<file path="src/bts_pkg.sv">
`timescale 1ns / 1ps
// ----------------------------------------------------------------------------
// Bilinear texel sampler package
// Shared types, codes and constants for the texel sampler unit.
// ----------------------------------------------------------------------------
package bts_pkg;

    localparam int DEF_MAX_WIDTH  = 256;
    localparam int DEF_MAX_HEIGHT = 256;
    localparam int DEF_BLEND_BITS = 8;

    localparam int CFG_DIM_W   = 9;
    localparam int CH_CNT_W    = 3;
    localparam int CHAN_W      = 8;
    localparam int NUM_CHAN    = 4;
    localparam int PIX_WORD_W  = CHAN_W * NUM_CHAN;
    localparam int COORD_W     = 16;
    localparam int APB_ADDR_W  = 4;
    localparam int APB_DATA_W  = 32;
    localparam int DEF_RAM_DEPTH = DEF_MAX_WIDTH * DEF_MAX_HEIGHT;

    localparam logic [CFG_DIM_W-1:0] RST_IMAGE_WIDTH   = 9'd256;
    localparam logic [CFG_DIM_W-1:0] RST_IMAGE_HEIGHT  = 9'd256;
    localparam logic [CH_CNT_W-1:0]  RST_CHANNEL_COUNT = 3'd4;
    localparam logic [CH_CNT_W-1:0]  MAX_CHANNELS      = 3'd4;
    localparam logic [CHAN_W-1:0]    ALPHA_DEFAULT     = 8'd255;
    localparam int                   ALPHA_CHAN        = 3;

    typedef enum logic [1:0] {
        CMD_WRITE  = 2'd0,
        CMD_READ   = 2'd1,
        CMD_SAMPLE = 2'd2
    } t_cmd;

    typedef enum logic [1:0] {
        REG_IMAGE_WIDTH   = 2'd0,
        REG_IMAGE_HEIGHT  = 2'd1,
        REG_CHANNEL_COUNT = 2'd2
    } t_reg_idx;

    typedef enum logic [1:0] {
        ST_IDLE,
        ST_ACCESS,
        ST_FIN
    } t_state;

    typedef struct packed {
        logic [1:0]         command;
        logic [7:0]         pixel_x;
        logic [7:0]         pixel_y;
        logic [CHAN_W-1:0]  write_red;
        logic [CHAN_W-1:0]  write_green;
        logic [CHAN_W-1:0]  write_blue;
        logic [CHAN_W-1:0]  write_alpha;
        logic [COORD_W-1:0] coord_u;
        logic [COORD_W-1:0] coord_v;
    } t_in_item;

    typedef struct packed {
        logic [CHAN_W-1:0] result_red;
        logic [CHAN_W-1:0] result_green;
        logic [CHAN_W-1:0] result_blue;
        logic [CHAN_W-1:0] result_alpha;
    } t_out_item;

    // Commands from the controller to the datapath.
    typedef struct packed {
        logic       load;
        logic       access;
        logic       we;
        logic [1:0] idx;
        logic       acc;
        logic       fin;
    } t_dp_cmd;

    // Kind of the item held in the datapath.
    typedef struct packed {
        logic is_write;
        logic is_read;
        logic is_sample;
    } t_dp_stat;

endpackage

</file>
<file path="src/bts_ctrl.sv">
`timescale 1ns / 1ps
// ----------------------------------------------------------------------------
// Texel sampler controller
// Sequences the memory accesses of one item and tells the datapath when to
// load, accumulate and finish.
// ----------------------------------------------------------------------------
module bts_ctrl (
    input  logic               i_clk,
    input  logic               i_rst_n,
    input  logic               i_start,
    input  logic [1:0]         i_command,
    input  bts_pkg::t_dp_stat  i_stat,
    output bts_pkg::t_dp_cmd   o_cmd,
    output logic               o_busy
);

    bts_pkg::t_state r_state, n_state;
    logic [1:0]      r_idx, n_idx;

    always_ff @(posedge i_clk) begin
        if (!i_rst_n) begin
            r_state <= bts_pkg::ST_IDLE;
            r_idx   <= '0;
        end else begin
            r_state <= n_state;
            r_idx   <= n_idx;
        end
    end

    always_comb begin
        n_state = r_state;
        n_idx   = r_idx;
        o_cmd   = '0;
        o_busy  = 1'b1;
        unique case (r_state)
            bts_pkg::ST_IDLE: begin
                o_busy = 1'b0;
                n_idx  = '0;
                // An unknown command is taken and dropped without any work.
                if (i_start && (i_command == bts_pkg::CMD_WRITE ||
                                i_command == bts_pkg::CMD_READ ||
                                i_command == bts_pkg::CMD_SAMPLE)) begin
                    o_cmd.load = 1'b1;
                    n_state    = bts_pkg::ST_ACCESS;
                end
            end
            bts_pkg::ST_ACCESS: begin
                o_cmd.access = 1'b1;
                o_cmd.idx    = r_idx;
                o_cmd.we     = i_stat.is_write;
                // Data of the previous texel arrives while the next is fetched.
                o_cmd.acc    = (r_idx != 2'd0);
                if (i_stat.is_write) begin
                    n_state = bts_pkg::ST_IDLE;
                end else if (i_stat.is_read || r_idx == 2'd3) begin
                    n_state = bts_pkg::ST_FIN;
                end else begin
                    n_idx = r_idx + 2'd1;
                end
            end
            bts_pkg::ST_FIN: begin
                o_cmd.fin = 1'b1;
                n_state   = bts_pkg::ST_IDLE;
            end
            default: begin
                n_state = bts_pkg::ST_IDLE;
            end
        endcase
    end

    a_fin_to_idle: assert property (@(posedge i_clk) disable iff (!i_rst_n)
        (r_state == bts_pkg::ST_FIN) |=> (r_state == bts_pkg::ST_IDLE))
        else $error("controller did not return to idle after finishing");

    a_fin_after_access: assert property (@(posedge i_clk) disable iff (!i_rst_n)
        o_cmd.fin |-> $past(o_cmd.access))
        else $error("finish without a preceding memory access");

    a_sample_starts: assert property (@(posedge i_clk) disable iff (!i_rst_n)
        (i_start && !o_busy && i_command == bts_pkg::CMD_SAMPLE)
        |=> (o_cmd.access && o_cmd.idx == 2'd0 && i_stat.is_sample))
        else $error("accepted sample did not start at its first texel");

    a_write_single: assert property (@(posedge i_clk) disable iff (!i_rst_n)
        o_cmd.we |-> (o_cmd.idx == 2'd0 && !o_cmd.acc))
        else $error("pixel write issued outside the first access");

endmodule

</file>
<file path="config.mk">
export PLATFORM = sky130hd
export DESIGN_NAME = bts_ctrl
export DESIGN_NICKNAME = d
export VERILOG_FILES = /design/src/bts_pkg.sv /design/src/bts_ctrl.sv
export SDC_FILE = /design/constraint.sdc
export NUM_CORES = 1
export LEC_CHECK = 0
export BUFFER_PORTS_ARGS = -buffer_cell sky130_fd_sc_hd__buf_4
export CAP_MARGIN = 40
export CELL_PAD_IN_SITES_DETAIL_PLACEMENT = 1
export CELL_PAD_IN_SITES_GLOBAL_PLACEMENT = 2
export CORE_MARGIN = 2
export CORE_UTILIZATION = 19
export CTS_CLUSTER_SIZE = 10
export DETAILED_ROUTE_END_ITERATION = 12
export MAX_ROUTING_LAYER = met4
export PLACE_DENSITY = 0.68
export SLEW_MARGIN = 20
export SYNTH_ARGS = -nofsm -noshare
export SYNTH_HDL_FRONTEND = slang
export SYNTH_SLANG_ARGS = --single-unit
export TNS_END_PERCENT = 10
</file>
<file path="constraint.sdc">
create_clock -name i_clk -period 1.93 [get_ports i_clk]
set_clock_uncertainty 0.15 [all_clocks]
set_input_delay 0.193 -clock i_clk [delete_from_list [all_inputs] [get_ports i_clk]]
set_output_delay 0.193 -clock i_clk [all_outputs]
set_load 0.01 [all_outputs]
</file>
==> results of run 1 <==
==> metal layers <==
| layer | global-route usage | vias up | share of wire |
|---|---|---|---|
| met5 | - | - | 0 |
| li1 | - | 149 | - |
| met4 | 0.1000 | 0 | 0 |
| met1 | 0.1197 | 133 | 0.43 |
| met3 | 0.03261 | 0 | 0.030 |
| met2 | 0.1836 | 6 | 0.54 |
==> logic make-up after synthesis <==
family | share of synthesized area
compound gates | 0.1262
flops | 0.3107
buf+inv | 0.05824
fa+ha+maj | 0.09707
simple gates | 0.4078
==> power by group <==
| part | internal (W) | total [W] | switching [W] |
|---|---|---|---|
| Clock | 0.0000696 | 0.000105 | 0.0000350 |
| Combinational | 0.0000250 | 0.0000438 | 0.0000188 |
| Sequential | 0.0000852 | 0.0000880 | 0.00000272 |
==> cells in the mapped netlist <==
library cell and count:
o311ai_1 1, and2b_1 1, o21a_1 1, o211ai_1 1, or2b_4 1, or3_4 1, and2_1 1, inv_1 4
o311ai_0 1, nand3_1 2, and3_1 1, nor4b_1 1, nand4_1 1, and2_2 1, nand2_1 2, nor2_1 6
dfxtp_1 4, ha_1 2
==> registers in the layout (all words and copies together) (netlist names) <==
name	flops
r_state	2
r_idx	2
==> area by class of cell <==
class | count | area [um2]
multi-input combinational | 24 | 162.7
inverter | 4 | 15.01
timing repair buffer | 15 | 115.1
clock buffer | 3 | 22.52
sequential | 4 | 80.08
tap | 15 | 18.77
fill | 168 | 870.8
==> worst paths after layout <==
| path | startpoint | end | depth (start not counted) |
|---|---|---|---|
| max | r_state[0] | o_cmd[4] | 4 |
| min | i_rst_n | r_state[0] | 2 |
| max reg2reg | r_idx[0] | r_idx[0] | 4 |
| min reg2reg | r_idx[1] | r_idx[1] | 2 |
==> per-stage QoR <==
| step | cells | hold slack, ns | instance area, um2 |
|---|---|---|---|
| after floorplan | 32 | 0.1197 | 257.7 |
| after global placement | 61 | 0.2365 | 381.6 |
| after detailed placement | 61 | 0.2412 | 381.6 |
| after CTS | 65 | 0.05328 | 414.1 |
| after global routing | 65 | 0.06334 | 414.1 |
| final | 65 | 0.05505 | 414.1 |
==> results.toml, run 1 <==
[run_status]
outcome = "finished, final reports clean"

[cts]
numCtsBuffers = 3
clockBufferDepth = 2
postCtsSetupRepairBufs = 0
cts_hold_buffers = 1
ctsResizeCount = 0
cts_tree = "done"
clkTransAtPathRegs_ns = 0.04
clockRootBuffer = "clkbuf_4"
h-tree-depth = 1
cts_sinks = 4
worstSkewPairLatency_ns = 0.24

[cells_and_area]
antennaDiodeCount = 0
fin_util = 0.3223
finalNetCount = 62
layout-drive-gt1-share = 0.4000
syn2layout_area_growth_pct = 60.68
final_cell_mix = "buf_4, nor2_1, inv_1, dfxtp_1, clkbuf_4"
final_common_cell = "buf_4"

[placement]
dp_hpwl_um = 611.6
dp_slack_ns = 0.3720
gp_congestion = 0.7746
numPortBuffers = 14

[sta]
maxSlewHeadroom = 0.7873
period_minus_slack_ns = 1.647
min_period_over_period = 0.8533
fin_ws_ns = 0.2831
setup_tns_ns = 0
finalMaxSlewViolations = 0
rsz0062_at_grt = "false"
fmax_ghz = 0.6072
finalHoldViolCount = 0
setup_viol = 0
worst_pin_slew_ns = 0.3150

[grt]
grt_pass1_wl_mm = 1.179
grt_pass1_vias = 285
antenna_found_initial = 0
grt_max_degree = 8
track_usage = 0.1174
grt-ovfl-total = 0

[power]
power.leakage_nw = 0.2016
power_density_nw_per_um2 = 570.7
ir_drop_mv = 0.2797
fin_total_pwr_w = 0.0002363

[floorplanning]
ioPinCount = 16
fp.dieH_um = 40.83
fp.coreArea_um2 = 1285
row_count = 13
die_w_um = 40.83
die_area_um2 = 1667
start_util = 0.2006

[synth]
yosysSeqAreaShare = 0.3107
synth_area_um2 = 257.7
synth.ff_latch_count = 4
yosysTopAreaCell = "dfxtp_1"
synth_top_area_share = 0.3107
synth_area_leaders = "dfxtp_1, ha_1, nor2_1"
ys_types = 18
synth_warnings = 0
syn_inst = 32
avgSynthCellArea_um2 = 8.055
synth_nets = 42

[routing]
vias_per_cell = 4.431
wirelength_um = 758
postRouteAntennaNets = 0
drc = 0
wl_per_cell_um = 11.66
num_vias = 288
drt_iter0_drc = 2
dr.pass1.iters = 2

[critical_path]
path_max_fanout = 7
cp-end-kind = "primary output"
startpoint_type = "register"
crit_buf_inv = 2
reg2reg_slack_ns = 0.38
path_class = "reg -> out"
crit_chain = "or2b_4 > inv_1 > and2_2 > buf_4"
crit_slowest_cell = "dfxtp_1"
crit_family = "simple AND/OR/NAND/NOR gates"
max_stage_delay_ns = 0.39
required_ns = 1.59
crit_arrival_ns = 1.30

[hold_path]
hp-class = "in -> reg"

[run]
cap_violations = 0
Power figures use the tool's default switching activity.
==> run 2: changes to the inputs <==
PLACE_DENSITY = default   (was 0.68)
PLACE_DENSITY_LB_ADDON = 0.1   (was default)
==> run 2 against run 1 <==
Against the previous run: clock power is 4% lower; via count is 4.9% higher; combinational power is 2% lower; critical path depth stayed put; final area stayed put.
==> results.toml, run 2 (same netlist as run 1, synthesis figures left out) <==
[run_status]
outcome = "finished, final reports clean"

[cells_and_area]
final_common_cell = "buf_4"
reg_top3 = "r_idx: 2 flops, r_state: 2 flops"
antennaDiodeCount = 0
fillers = 161
finalNetCount = 62
layout-drive-gt1-share = 0.4000
fin_area_um2 = 414.1
syn2layout_area_growth_pct = 60.68
final_cell_mix = "buf_4, nor2_1, inv_1, dfxtp_1, clkbuf_4"

[critical_path]
worst-path-stages = 4
cp-end-kind = "primary output"
startpoint = "r_state[0]"
reg2reg_slack_ns = 0.36
startpoint_type = "register"
path_max_fanout = 7
crit_buf_inv = 2
crit_slowest_cell = "dfxtp_1"
reg2reg_from = "r_idx[0]"
crit_end = "o_cmd[4]"
crit_chain = "or2b_4 > inv_1 > and2_2 > buf_4"
required_ns = 1.59
reg2reg_to = "r_idx[0]"
max_stage_delay_ns = 0.40
path_class = "reg -> out"
crit_family = "simple AND/OR/NAND/NOR gates"
crit_arrival_ns = 1.30
r2r_cells = 4

[cts]
h-tree-depth = 1
clkTransAtPathRegs_ns = 0.04
worstSkewPairLatency_ns = 0.23
cts_sinks = 4
cts_tree = "done"
clockRootBuffer = "clkbuf_4"
numCtsBuffers = 3
clockBufferDepth = 2
postCtsSetupRepairBufs = 0

[routing]
postRouteAntennaNets = 0
dr.pass1.iters = 2
wirelength_um = 693
wl_per_cell_um = 10.66
vias_per_cell = 4.646
drc = 0
drt_iter0_drc = 1
num_vias = 302

[sta]
worst_pin_slew_ns = 0.2979
setup_viol = 0
setup_tns_ns = 0
min_period_over_period = 0.8531
rsz0062_at_grt = "false"
maxSlewHeadroom = 0.7989
fmax_ghz = 0.6074
finalHoldViolCount = 0
period_minus_slack_ns = 1.646
finalMaxSlewViolations = 0

[power]
ir_drop_mv = 0.2832
pwr-share-comb = 0.186
power_frac_clock = 0.434
p_switching_w = 0.00005232
switching_share = 0.2257
power_density_nw_per_um2 = 559.8
internal_power_w = 0.0001795
sequentialPowerShare = 0.380
power.leakage_nw = 0.2016

[placement]
numPortBuffers = 14
gp_congestion = 0.6976
placed_area_um2 = 381.6
dp_hpwl_um = 547.8

[grt]
track_usage = 0.1071
grt_pass1_vias = 281
antenna_found_initial = 0
grt_max_degree = 8
grt_pass1_wl_mm = 1.124
grt-ovfl-total = 0

[floorplanning]
fp.dieH_um = 40.83
die_area_um2 = 1667
start_util = 0.2006
fp.coreArea_um2 = 1285
die_w_um = 40.83
ioPinCount = 16
row_count = 13

[run]
cap_violations = 0

[hold_path]
hp-class = "in -> reg"
## run 2: cell counts in the layout (fill, tap and decap cells not counted)
Identical to the previous run, type by type.
## run 2: cell type report
type                       instances  area, um2  area share
sequential                         4      80.08      0.1934
clock buffer                       3      22.52     0.05438
multi-input combinational         24      162.7      0.3927
tap                               15      18.77     0.04532
inverter                           4      15.01     0.03625
timing repair buffer              15      115.1      0.2779
## run 2: metrics by stage
stage / hold slack [ns] / setup slack [ns] / total power, W / util / std cells
2_1_floorplan: 0.1197 / 0.4725 / 0.0001067 / - / 32
3_3_place_gp: 0.2433 / 0.3956 / 0.0001303 / 0.2970 / 61
3_5_place_dp: 0.2439 / 0.3819 / 0.0001314 / 0.2970 / 61
4_1_cts: 0.06248 / 0.2643 / 0.0002400 / 0.3223 / 65
5_1_grt: 0.06719 / 0.1935 / 0.0002490 / 0.3223 / 65
6_report: 0.06754 / 0.2836 / 0.0002319 / 0.3223 / 65
## run 2: how the worst min path moves through the flow
stage               startpoint    endpoint  slack [ns]  cells after the start
floorplan            i_stat[2]  r_state[1]        0.12                      1
global route           i_rst_n  r_state[0]        0.07                      2
finish                 i_rst_n  r_state[0]        0.07                      2
global placement     i_stat[2]  r_state[1]        0.24                      2
CTS                    i_rst_n  r_state[0]        0.06                      2
detailed placement   i_stat[2]  r_state[1]        0.24                      2
## run 2: power by group through the flow
| stage | Sequential, W | Clock [W] | Combinational (W) |
|---|---|---|---|
| 2_1_floorplan | 0.0000882 | 0 | 0.0000186 |
| 3_3_place_gp | 0.0000891 | 0 | 0.0000412 |
| 3_5_place_dp | 0.0000893 | 0 | 0.0000421 |
| 4_1_cts | 0.0000880 | 0.000108 | 0.0000440 |
| 5_1_grt | 0.0000882 | 0.000113 | 0.0000482 |
| 6_report | 0.0000881 | 0.000101 | 0.0000431 |
## run 2: per-layer routing
layer  global-route usage  part of all wire  vias to the layer above
met5                    -                 0                        -
met4              0.05000                 0                        0
met3              0.03261             0.066                        0
met2               0.1758              0.48                       13
met1               0.1169              0.45                      142
li1                     -                 -                      147
## run 2: what timing repair did
item                      CTS  global route
hold endpoints to repair    1             0
hold buffers                1             0
resized for setup           0             0
==> run 3: changes to the inputs <==
CORE_MARGIN = 1   (was 2)
==> run 3 against run 2 <==
Against the previous run: register-to-register slack improved by 0.02 ns; clock-buffer cell count did not move; combinational power barely moved; utilization rose by 2.6 points; non-clock buffer count did not move; critical path type unchanged; largest cell class unchanged.
==> results.toml, run 3 (same netlist as run 1, synthesis figures left out) <==
[run_status]
outcome = "finished, final reports clean"

[cells_and_area]
fillers = 150
syn2layout_area_growth_pct = 60.19
final_common_cell = "buf_4"
fin_area_um2 = 412.9
regArea_um2 = 80.08
fin_util = 0.3481
finalNetCount = 62
multiInputGateArea_um2 = 162.7
layout-drive-gt1-share = 0.4000
reg_top3 = "r_idx: 2 flops, r_state: 2 flops"
antennaDiodeCount = 0
final_cell_mix = "buf_4, nor2_1, inv_1, dfxtp_1, clkbuf_4"

[sta]
whs_ns = 0.05666
period_minus_slack_ns = 1.653
fmax_ghz = 0.6049
fin_ws_ns = 0.2768
setup_tns_ns = 0
finalMaxSlewViolations = 0
maxSlewHeadroom = 0.7784
rsz0062_at_grt = "false"
setup_viol = 0
finalHoldViolCount = 0
worst_pin_slew_ns = 0.3283
min_period_over_period = 0.8566

[grt]
antenna_found_initial = 0
grt_max_degree = 8
track_usage = 0.1207
grt_pass1_vias = 279
grt_pass1_wl_mm = 1.117
grt-ovfl-total = 0

[routing]
postRouteAntennaNets = 0
wl_per_cell_um = 10.95
wirelength_um = 701
num_vias = 288
drt_iter0_drc = 2
drc = 0
vias_per_cell = 4.500
dr.pass1.iters = 2

[cts]
numCtsBuffers = 3
cts_tree = "done"
clkTransAtPathRegs_ns = 0.04
clockRootBuffer = "clkbuf_4"
cts_sinks = 4
cts_hold_buffers = 1
postCtsSetupRepairBufs = 0
ctsResizeCount = 0
worstSkewPairLatency_ns = 0.24
h-tree-depth = 1
clockBufferDepth = 2

[placement]
dp_hpwl_um = 554.3
gp_congestion = 0.7037
numPortBuffers = 14
dp_slack_ns = 0.3809
placed_area_um2 = 380.4

[critical_path]
startpoint_type = "register"
max_stage_delay_ns = 0.39
crit_chain = "or2b_4 > inv_1 > and2_2 > buf_4"
crit_buf_inv = 2
crit_arrival_ns = 1.31
path_max_fanout = 7
crit_family = "simple AND/OR/NAND/NOR gates"
cp-end-kind = "primary output"
required_ns = 1.59
startpoint = "r_state[0]"
path_class = "reg -> out"
reg2reg_from = "r_idx[0]"
crit_slowest_cell = "dfxtp_1"

[floorplanning]
die_w_um = 38.83
die_area_um2 = 1508
fp.dieH_um = 38.83
row_count = 12
start_util = 0.2173
fp.coreArea_um2 = 1186
ioPinCount = 16

[run]
cap_violations = 0

[power]
power_density_nw_per_um2 = 573.2
switching_share = 0.2403
internal_power_w = 0.0001798
ir_drop_mv = 0.3275
pwr-share-comb = 0.181
power.leakage_nw = 0.2016
sequentialPowerShare = 0.372
power_frac_clock = 0.447
p_switching_w = 0.00005688

[hold_path]
hp-class = "in -> reg"
hp-start = "i_rst_n"
run 3: cell counts in the layout (fill, tap and decap cells not counted):
Identical to the previous run, type by type.
run 3: worst paths after layout:
kind / slack, ns / depth (start not counted) / endpoint
worst min register to register: 0.40 / 2 / r_idx[1]
worst max-delay path: 0.28 / 4 / o_cmd[4]
worst max register to register: 0.38 / 4 / r_idx[0]
worst min-delay path: 0.06 / 2 / r_state[0]
run 3: worst register-to-register path: stages (launching register included):
cell and delay [ns]:
dfxtp_1 0.34, ha_1 0.24, or3_4 0.39, o311ai_1 0.22, and2_1 0.15
run 3: final cells by class:
type	instances	share of cell area
clock buffer	3	0.05455
timing repair buffer	15	0.2788
sequential	4	0.1939
tap	14	0.04242
inverter	4	0.03636
multi-input combinational	24	0.3939
run 3: per-layer routing:
layer	track usage	vias up	routed length (um)
li1	-	146	-
met1	0.1100	131	268
met2	0.1917	7	375
met3	0.06936	4	42
met4	0.07759	0	14
met5	-	-	0
run 3: power by group through the flow:
| stage | Sequential, W | Combinational (W) | Clock [W] |
|---|---|---|---|
| after floorplan | 0.0000882 | 0.0000186 | 0 |
| after global placement | 0.0000891 | 0.0000413 | 0 |
| after detailed placement | 0.0000892 | 0.0000423 | 0 |
| after CTS | 0.0000879 | 0.0000438 | 0.000112 |
| after global routing | 0.0000882 | 0.0000471 | 0.000116 |
| final | 0.0000880 | 0.0000429 | 0.000106 |
run 3: through the flow:
step	cells	total power (W)
floorplan	32	0.0001067
global placement	60	0.0001305
CTS	64	0.0002433
global route	64	0.0002508
detailed placement	60	0.0001315
finish	64	0.0002367
